## config.mk

```make
export PLATFORM = sky130hd
export DESIGN_NAME = byte_ring_fifo_top
export DESIGN_NICKNAME = d
export VERILOG_FILES = /design/src/rtl/core/brf_pkg.sv /design/src/rtl/core/byte_ring_fifo_top.sv /design/src/rtl/core/brf_store.sv /design/src/rtl/core/brf_ctl.sv
export SDC_FILE = /design/constraint.sdc
export NUM_CORES = 2
export LEC_CHECK = 0
export ABC_AREA = 1
export BUFFER_PORTS_ARGS = -buffer_cell sky130_fd_sc_hd__clkbuf_2
export CAP_MARGIN = 20
export CORE_UTILIZATION = 60
export DETAILED_ROUTE_END_ITERATION = 16
export PLACE_DENSITY_LB_ADDON = 0.25
export SLEW_MARGIN = 30
export SYNTH_ARGS = -nofsm -noshare
export SYNTH_HDL_FRONTEND = slang
export SYNTH_SLANG_ARGS = --single-unit
export TNS_END_PERCENT = 1
```

## constraint.sdc

```tcl
create_clock -name clock -period 7.15 [get_ports clock]
set_clock_uncertainty 0.05 [all_clocks]
set_input_delay 0.3575 -clock clock [delete_from_list [all_inputs] [get_ports clock]]
set_output_delay 0.3575 -clock clock [all_outputs]
set_load 0.02 [all_outputs]
```

## src/rtl/core/brf_pkg.sv

```systemverilog
package brf_pkg;

   localparam int unsigned DEPTH_DEFAULT = 256;

   localparam int unsigned KIND_W   = 3;
   localparam int unsigned BYTE_W   = 8;
   localparam int unsigned COUNT_W  = 9;
   localparam int unsigned STATUS_W = 2;

   typedef enum logic [KIND_W-1:0] {
      KIND_PUT   = 3'd0,
      KIND_GET   = 3'd1,
      KIND_PEEK  = 3'd2,
      KIND_SKIP  = 3'd3,
      KIND_CLEAR = 3'd4
   } kind_type;

   typedef enum logic [STATUS_W-1:0] {
      STATUS_OK    = 2'd0,
      STATUS_FULL  = 2'd1,
      STATUS_EMPTY = 2'd2
   } status_type;

   // result of one request, minus the byte that comes from the store
   typedef struct packed {
      status_type         status;
      logic [COUNT_W-1:0] done_count;
      logic [BYTE_W-1:0]  fill_level;
      logic [BYTE_W-1:0]  free_space;
      logic               take_data;
   } result_type;

endpackage

```

## src/rtl/core/byte_ring_fifo_top.sv

```systemverilog
// Byte ring FIFO holding up to DEPTH-1 bytes in a single synchronous store.
// An accepted item waits in the pending register in write-back, then loads
// the result register on rsp_; no new item is taken before that load, which
// follows the store read. A stalled result holds up the next accepted item.
// Reset (synchronous): pointers to zero, result register empty. The store is
// not cleared; no clearing pass, the block takes items straight after reset.
module byte_ring_fifo_top #(
   parameter int unsigned DEPTH = brf_pkg::DEPTH_DEFAULT
) (
   input  logic                        clock,
   input  logic                        reset,
   input  logic                        req_valid,
   output logic                        req_stall,
   input  logic [brf_pkg::KIND_W-1:0]  req_kind,
   input  logic [brf_pkg::BYTE_W-1:0]  req_data_in,
   input  logic [brf_pkg::BYTE_W-1:0]  req_peek_offset,
   input  logic [brf_pkg::COUNT_W-1:0] req_skip_count,
   output logic                        rsp_valid,
   input  logic                        rsp_stall,
   output logic [brf_pkg::BYTE_W-1:0]  rsp_data_out,
   output logic [brf_pkg::STATUS_W-1:0] rsp_status,
   output logic [brf_pkg::COUNT_W-1:0] rsp_done_count,
   output logic [brf_pkg::BYTE_W-1:0]  rsp_fill_level,
   output logic [brf_pkg::BYTE_W-1:0]  rsp_free_space
);

   localparam int unsigned AW = $clog2(DEPTH);

   // idle: take an item; write-back: merge store data into the result
   typedef enum logic [1:0] {
      ST_IDLE = 2'b01,
      ST_WB   = 2'b10
   } state_type;

   state_type state_ff, state_in;

   logic [AW-1:0] wr_ptr_ff, wr_ptr_in;
   logic [AW-1:0] rd_ptr_ff, rd_ptr_in;
   logic [AW-1:0] wr_ptr_next;
   logic [AW-1:0] rd_ptr_next;
   logic [AW-1:0] mem_rd_addr;
   logic          mem_wr;
   logic          mem_rd;
   logic [brf_pkg::BYTE_W-1:0] mem_rd_data;

   brf_pkg::result_type result;
   brf_pkg::result_type pend_ff, pend_in;

   logic req_take;
   logic rsp_load;

   logic                          rsp_valid_ff, rsp_valid_in;
   logic [brf_pkg::BYTE_W-1:0]    rsp_data_ff, rsp_data_in;
   logic [brf_pkg::STATUS_W-1:0]  rsp_status_ff, rsp_status_in;
   logic [brf_pkg::COUNT_W-1:0]   rsp_done_ff, rsp_done_in;
   logic [brf_pkg::BYTE_W-1:0]    rsp_fill_ff, rsp_fill_in;
   logic [brf_pkg::BYTE_W-1:0]    rsp_free_ff, rsp_free_in;

   // Decide the request against the current pointers.
   brf_ctl #(
      .DEPTH (DEPTH)
   ) u_ctl (
      .wr_ptr      (wr_ptr_ff),
      .rd_ptr      (rd_ptr_ff),
      .kind        (req_kind),
      .peek_offset (req_peek_offset),
      .skip_count  (req_skip_count),
      .wr_ptr_next (wr_ptr_next),
      .rd_ptr_next (rd_ptr_next),
      .mem_wr      (mem_wr),
      .mem_rd      (mem_rd),
      .mem_rd_addr (mem_rd_addr),
      .result      (result)
   );

   // The store sees at most one access per item, so a write and a read of the
   // same entry never meet in one cycle: the state machine is the interlock.
   brf_store #(
      .DEPTH (DEPTH)
   ) u_store (
      .clock   (clock),
      .wr_en   (req_take & mem_wr),
      .wr_addr (wr_ptr_ff),
      .wr_data (req_data_in),
      .rd_en   (req_take & mem_rd),
      .rd_addr (mem_rd_addr),
      .rd_data (mem_rd_data)
   );

   // Take an item only when idle; the result register may still be full.
   assign req_stall = (state_ff != ST_IDLE);
   assign req_take  = req_valid & ~req_stall;

   // Load the result register in write-back once it is free or being drained.
   assign rsp_load = (state_ff == ST_WB) & (~rsp_valid_ff | ~rsp_stall);

   always_comb begin
      state_in  = state_ff;
      wr_ptr_in = wr_ptr_ff;
      rd_ptr_in = rd_ptr_ff;
      pend_in   = pend_ff;
      unique case (state_ff)
         ST_IDLE: begin
            if (req_take) begin
               // advance the pointers now; the result waits for store data
               wr_ptr_in = wr_ptr_next;
               rd_ptr_in = rd_ptr_next;
               pend_in   = result;
               state_in  = ST_WB;
            end
         end
         ST_WB: begin
            if (rsp_load) begin
               state_in = ST_IDLE;
            end
         end
         default: begin
            state_in = ST_IDLE;
         end
      endcase
   end

   always_comb begin
      rsp_valid_in  = rsp_valid_ff;
      rsp_data_in   = rsp_data_ff;
      rsp_status_in = rsp_status_ff;
      rsp_done_in   = rsp_done_ff;
      rsp_fill_in   = rsp_fill_ff;
      rsp_free_in   = rsp_free_ff;
      if (rsp_load) begin
         rsp_valid_in  = 1'b1;
         rsp_data_in   = pend_ff.take_data ? mem_rd_data : '0;
         rsp_status_in = pend_ff.status;
         rsp_done_in   = pend_ff.done_count;
         rsp_fill_in   = pend_ff.fill_level;
         rsp_free_in   = pend_ff.free_space;
      end else if (rsp_valid_ff & ~rsp_stall) begin
         // drop the item once it has been taken
         rsp_valid_in = 1'b0;
      end
   end

   always_ff @(posedge clock) begin
      if (reset) begin
         state_ff     <= ST_IDLE;
         wr_ptr_ff    <= '0;
         rd_ptr_ff    <= '0;
         rsp_valid_ff <= 1'b0;
      end else begin
         state_ff     <= state_in;
         wr_ptr_ff    <= wr_ptr_in;
         rd_ptr_ff    <= rd_ptr_in;
         rsp_valid_ff <= rsp_valid_in;
      end
   end

   // payload registers, no reset
   always_ff @(posedge clock) begin
      pend_ff       <= pend_in;
      rsp_data_ff   <= rsp_data_in;
      rsp_status_ff <= rsp_status_in;
      rsp_done_ff   <= rsp_done_in;
      rsp_fill_ff   <= rsp_fill_in;
      rsp_free_ff   <= rsp_free_in;
   end

   assign rsp_valid      = rsp_valid_ff;
   assign rsp_data_out   = rsp_data_ff;
   assign rsp_status     = rsp_status_ff;
   assign rsp_done_count = rsp_done_ff;
   assign rsp_fill_level = rsp_fill_ff;
   assign rsp_free_space = rsp_free_ff;

endmodule

```

## src/rtl/core/brf_store.sv

```systemverilog
module brf_store #(
   parameter int unsigned DEPTH = brf_pkg::DEPTH_DEFAULT,
   parameter int unsigned AW    = $clog2(DEPTH)
) (
   input  logic                      clock,
   input  logic                      wr_en,
   input  logic [AW-1:0]             wr_addr,
   input  logic [brf_pkg::BYTE_W-1:0] wr_data,
   input  logic                      rd_en,
   input  logic [AW-1:0]             rd_addr,
   output logic [brf_pkg::BYTE_W-1:0] rd_data
);

   logic [brf_pkg::BYTE_W-1:0] store_ff [DEPTH];
   logic [brf_pkg::BYTE_W-1:0] rd_data_ff;

   always_ff @(posedge clock) begin
      if (wr_en) begin
         store_ff[wr_addr] <= wr_data;
      end
   end

   // read data holds until the next read
   always_ff @(posedge clock) begin
      if (rd_en) begin
         rd_data_ff <= store_ff[rd_addr];
      end
   end

   assign rd_data = rd_data_ff;

endmodule

```

## src/rtl/core/brf_ctl.sv

```systemverilog
module brf_ctl #(
   parameter int unsigned DEPTH = brf_pkg::DEPTH_DEFAULT,
   parameter int unsigned AW    = $clog2(DEPTH)
) (
   input  logic [AW-1:0]               wr_ptr,
   input  logic [AW-1:0]               rd_ptr,
   input  logic [brf_pkg::KIND_W-1:0]  kind,
   input  logic [brf_pkg::BYTE_W-1:0]  peek_offset,
   input  logic [brf_pkg::COUNT_W-1:0] skip_count,
   output logic [AW-1:0]               wr_ptr_next,
   output logic [AW-1:0]               rd_ptr_next,
   output logic                        mem_wr,
   output logic                        mem_rd,
   output logic [AW-1:0]               mem_rd_addr,
   output brf_pkg::result_type         result
);

   localparam int unsigned CW = (AW > brf_pkg::COUNT_W) ? AW : brf_pkg::COUNT_W;
   localparam int unsigned OW = (AW > brf_pkg::BYTE_W) ? AW : brf_pkg::BYTE_W;

   brf_pkg::kind_type   kind_e;
   brf_pkg::status_type status;
   logic [AW-1:0]       fill;
   logic [AW-1:0]       fill_next;
   logic [CW-1:0]       fill_c;
   logic [CW-1:0]       ofs_c;
   logic [CW-1:0]       cnt_c;
   logic [CW-1:0]       done_c;
   logic [CW-1:0]       peek_addr_c;
   logic [OW-1:0]       fill_o;
   logic [OW-1:0]       free_o;

   assign kind_e      = brf_pkg::kind_type'(kind);
   assign fill        = wr_ptr - rd_ptr;
   assign fill_c      = CW'(fill);
   assign ofs_c       = CW'(peek_offset);
   assign cnt_c       = CW'(skip_count);
   assign peek_addr_c = CW'(rd_ptr) + ofs_c;

   always_comb begin
      wr_ptr_next = wr_ptr;
      rd_ptr_next = rd_ptr;
      mem_wr      = 1'b0;
      mem_rd      = 1'b0;
      mem_rd_addr = rd_ptr;
      status      = brf_pkg::STATUS_OK;
      done_c      = '0;
      unique case (kind_e)
         brf_pkg::KIND_PUT: begin
            if (&fill) begin
               status = brf_pkg::STATUS_FULL;
            end else begin
               mem_wr      = 1'b1;
               wr_ptr_next = wr_ptr + AW'(1);
            end
         end
         brf_pkg::KIND_GET: begin
            if (fill == '0) begin
               status = brf_pkg::STATUS_EMPTY;
            end else begin
               mem_rd      = 1'b1;
               rd_ptr_next = rd_ptr + AW'(1);
            end
         end
         brf_pkg::KIND_PEEK: begin
            if (ofs_c >= fill_c) begin
               status = brf_pkg::STATUS_EMPTY;
            end else begin
               mem_rd      = 1'b1;
               mem_rd_addr = peek_addr_c[AW-1:0];
            end
         end
         brf_pkg::KIND_SKIP: begin
            done_c      = (cnt_c > fill_c) ? fill_c : cnt_c;
            rd_ptr_next = rd_ptr + done_c[AW-1:0];
         end
         brf_pkg::KIND_CLEAR: begin
            wr_ptr_next = '0;
            rd_ptr_next = '0;
         end
         default: begin
         end
      endcase
   end

   // free space is the all-ones count minus the fill
   assign fill_next = wr_ptr_next - rd_ptr_next;
   assign fill_o    = OW'(fill_next);
   assign free_o    = OW'(~fill_next);

   always_comb begin
      result            = '0;
      result.status     = status;
      result.done_count = done_c[brf_pkg::COUNT_W-1:0];
      result.fill_level = fill_o[brf_pkg::BYTE_W-1:0];
      result.free_space = free_o[brf_pkg::BYTE_W-1:0];
      result.take_data  = mem_rd;
   end

endmodule

```

==> run summary <==
Syn Area/Cell: 10.3 µm²
Main combinational cell family by area after synthesis: simple AND/OR/NAND/NOR gates
Initial DRC Count: 7,646
Initial antenna violation count: 2
Post-CTS Setup Bufs: 0
R2r startpoint: rd_ptr_ff[2]
Synth Instances: 9,121
Clock Sinks: 2,138
Largest Register: u_store.store_ff
Hold Startpoint: req_data_in[6]
WS Path Type: reg2reg
Top cells by area, synth: edfxtp_1, nand2_1, nand3_1
Number of synthesized register bits: 2,138
I/O Pins: 69
Worst R2R End: pend_ff[16]
CTS clk-pin slew, worst paths: 70 ps
Synth cell types: 44
Worst Setup End Kind: flip-flop
# port buffers: 68
PwrDens: 284 mW/mm²
RePlAce Congestion: 0.911
Vias in the first global route: 61,500
Crit-path max FO: 7
Pre-antenna DRT Iters: 6
Tmin final: 6310 ps
Max IR drop VDD: 0.258 mV
Flop-to-flop setup slack: 840 ps
Worst Path Buf+Inv: 3
Post-synthesis adder-cell area fraction: 0.683%
Final Cycle Share: 88.3%
Simple-Gate Fraction of Synth Area: 21.6%
Final setup fails: 0
Worst path most repeated cell: nand2_1
Total global routing overflow: 0
Worst Hold Depth: 1
Wire per inst: 21.7 µm
Final hold vios: 0
Row count: 145
DP HPWL: 137,000 µm
Largest register FFs: 2,048
Setup TNS: 0 ps
Clk_lat worst skew: 830 ps
Ys async rst share: 0%
Final ANT Viol Nets: 0
Max incr delay on CP: 500 ps
Critical Path AT: 6840 ps
CP max stage cell: dfxtp_1
TritonCTS clock tree: yes
Total CTS buffers: 208
Routed WL: 244,000 µm
Post-layout nets: 9,105
DIE WIDTH: 398 µm
Delay-heaviest family, CP: simple AND/OR/NAND/NOR gates
Maxcap violations: 0
Area growth, synth to finish: 9.12%
Fmax: 158 MHz
Number of flops mapped to enable cells by yosys: 2,119
Final cell count without fillers: 11,300
Global-route usage over all layers: 30.8%
CTS root buf: clkbuf_16
Number of hold buffers added after CTS: 8
Seq/Total Area, Yosys: 68.0%
Pleak: 0.0419 µW
Via count: 64,100
Outcome: finished clean
Post-Syn Area: 0.0942 mm²
Largest net degree at the start of global routing: 182
Number of fillers in the final layout: 11,600
Count leader, synth: nand2_1
Crit path required time: 7680 ps
Post-cts gate resize count: 0
Xor/xnor share of the synthesized area: 0.177%
Rel. slew slack: 30.8%
Compound-cell area share of the yosys netlist: 1.04%
DRC violations left: 0
Worst Hold End: u_store.store_ff[213][6]
Core area: 0.156 mm²
DIE AREA: 0.159 mm²
Placed insts: 10,900
Most frequent cells after synthesis: nand2_1, edfxtp_1, nand3_1, inv_1, buf_2
Post-synthesis mux area share: 0%
Top cell type's share of synthesized area: 67.6%
Synth warnings: 0
Share of cells above drive strength 1: 5.39%
Ys flop type: edfxtp_1
Worst-margin pin slew: 1040 ps
Starting Density: 60.3%
Slew Viols, Final: 0
DIE HEIGHT: 398 µm
Reg2Reg Depth: 33
CP startpoint kind: flip-flop
RSZ-0062 raised after global routing: no
Synth area leader: edfxtp_1
Global-route wire length before repair: 367,000 µm
Vias/cell: 5.70
Post-synth net total: 9,202
Bufs on Longest Clock Path: 3
Hold crit path type: in2reg
CTS H-Tree Depth: 4
[logic make-up (layout without fill, tap and decap cells)]
logic type	count (synthesis)	count (layout)
flip-flops	2138	2138
adder cells (fa/ha/maj)	49	49
XOR/XNOR	19	19
AND/OR/NAND/NOR	4809	4809
AO/OA/AOI/OAI	153	153
other	1	5
buffers and inverters	1952	2021
[per-layer routing]
metal | global-route usage [%] | up-vias | wire length, µm
met5 | 0 | - | 0
met4 | 14.4 | 0 | 11600
met3 | 5.65 | 601 | 24200
met2 | 48.4 | 3372 | 114000
met1 | 42.0 | 30400 | 94200
li1 | - | 29700 | -
[cells in the final DEF (no fill, tap or decap), types with 5 or more instances in the layout]
cell	count
xor2_1	15
clkbuf_16	214
clkinv_1	49
clkbuf_1	42
o21ai_0	36
nor3_1	8
nand2_4	6
nand4_1	12
inv_6	5
a21oi_1	40
o21ai_4	6
nand2_1	2665
clkinv_4	5
dfxtp_1	19
ha_1	45
buf_12	43
buf_8	8
clkinv_2	39
edfxtp_1	2119
o211ai_1	58
dlygate4sd3_1	8
clkinvlp_4	8
bufinv_16	12
nand3_1	1751
buf_4	61
clkbuf_2	60
nor2_1	340
inv_1	1457
[how the worst max path moves through the flow]
stage	cells after the start	slack [ps]	to	start
after floorplan	35	1510	pend_ff[16]	rd_ptr_ff[2]
after global placement	34	730	pend_ff[8]	rd_ptr_ff[2]
after detailed placement	34	900	pend_ff[8]	rd_ptr_ff[2]
after CTS	34	850	pend_ff[8]	rd_ptr_ff[2]
after global routing	33	170	pend_ff[16]	rd_ptr_ff[2]
final	33	840	pend_ff[16]	rd_ptr_ff[2]
[report_power, final]
part           switching [µW]  internal, µW  leakage, µW
clock                    4680          5900      0.00317
sequential               25.2         13800       0.0192
combinational            3490          1260       0.0195
total                    8190         21000       0.0419
[worst reg2reg max path: cells and delay by family (launching register included)]
family          cells  cell delay (ps)
fa+ha+maj           5             1740
flops               1              500
compound gates      5             1120
simple gates       17             1760
xor+xnor            3              520
buf+inv             3              370
[layout make-up]
cell class	count	area (µm²)	area share [%]
tap	2058	2570	2.51
multi-input combinational	5031	22300	21.7
clock buffer	257	5530	5.38
timing repair buffer	181	1850	1.80
clock inverter	119	973	0.947
sequential	2138	64000	62.3
antenna	4	10.0	0.00974
inverter	1464	5510	5.36
[through the flow]
step                utilization, %  worst slack (ps)  instance area [µm²]  hold WS (ps)  power (µW)
floorplan                        -              1510                94200           350       17100
global placement              61.6               727                96100           352       18700
detailed placement            61.6               897                96100           355       18800
CTS                           65.8               848               103000          21.9       29200
global route                  65.8               175               103000          49.9       30100
finish                        65.9               838               103000          48.4       29200
Power figures use the tool's default switching activity.
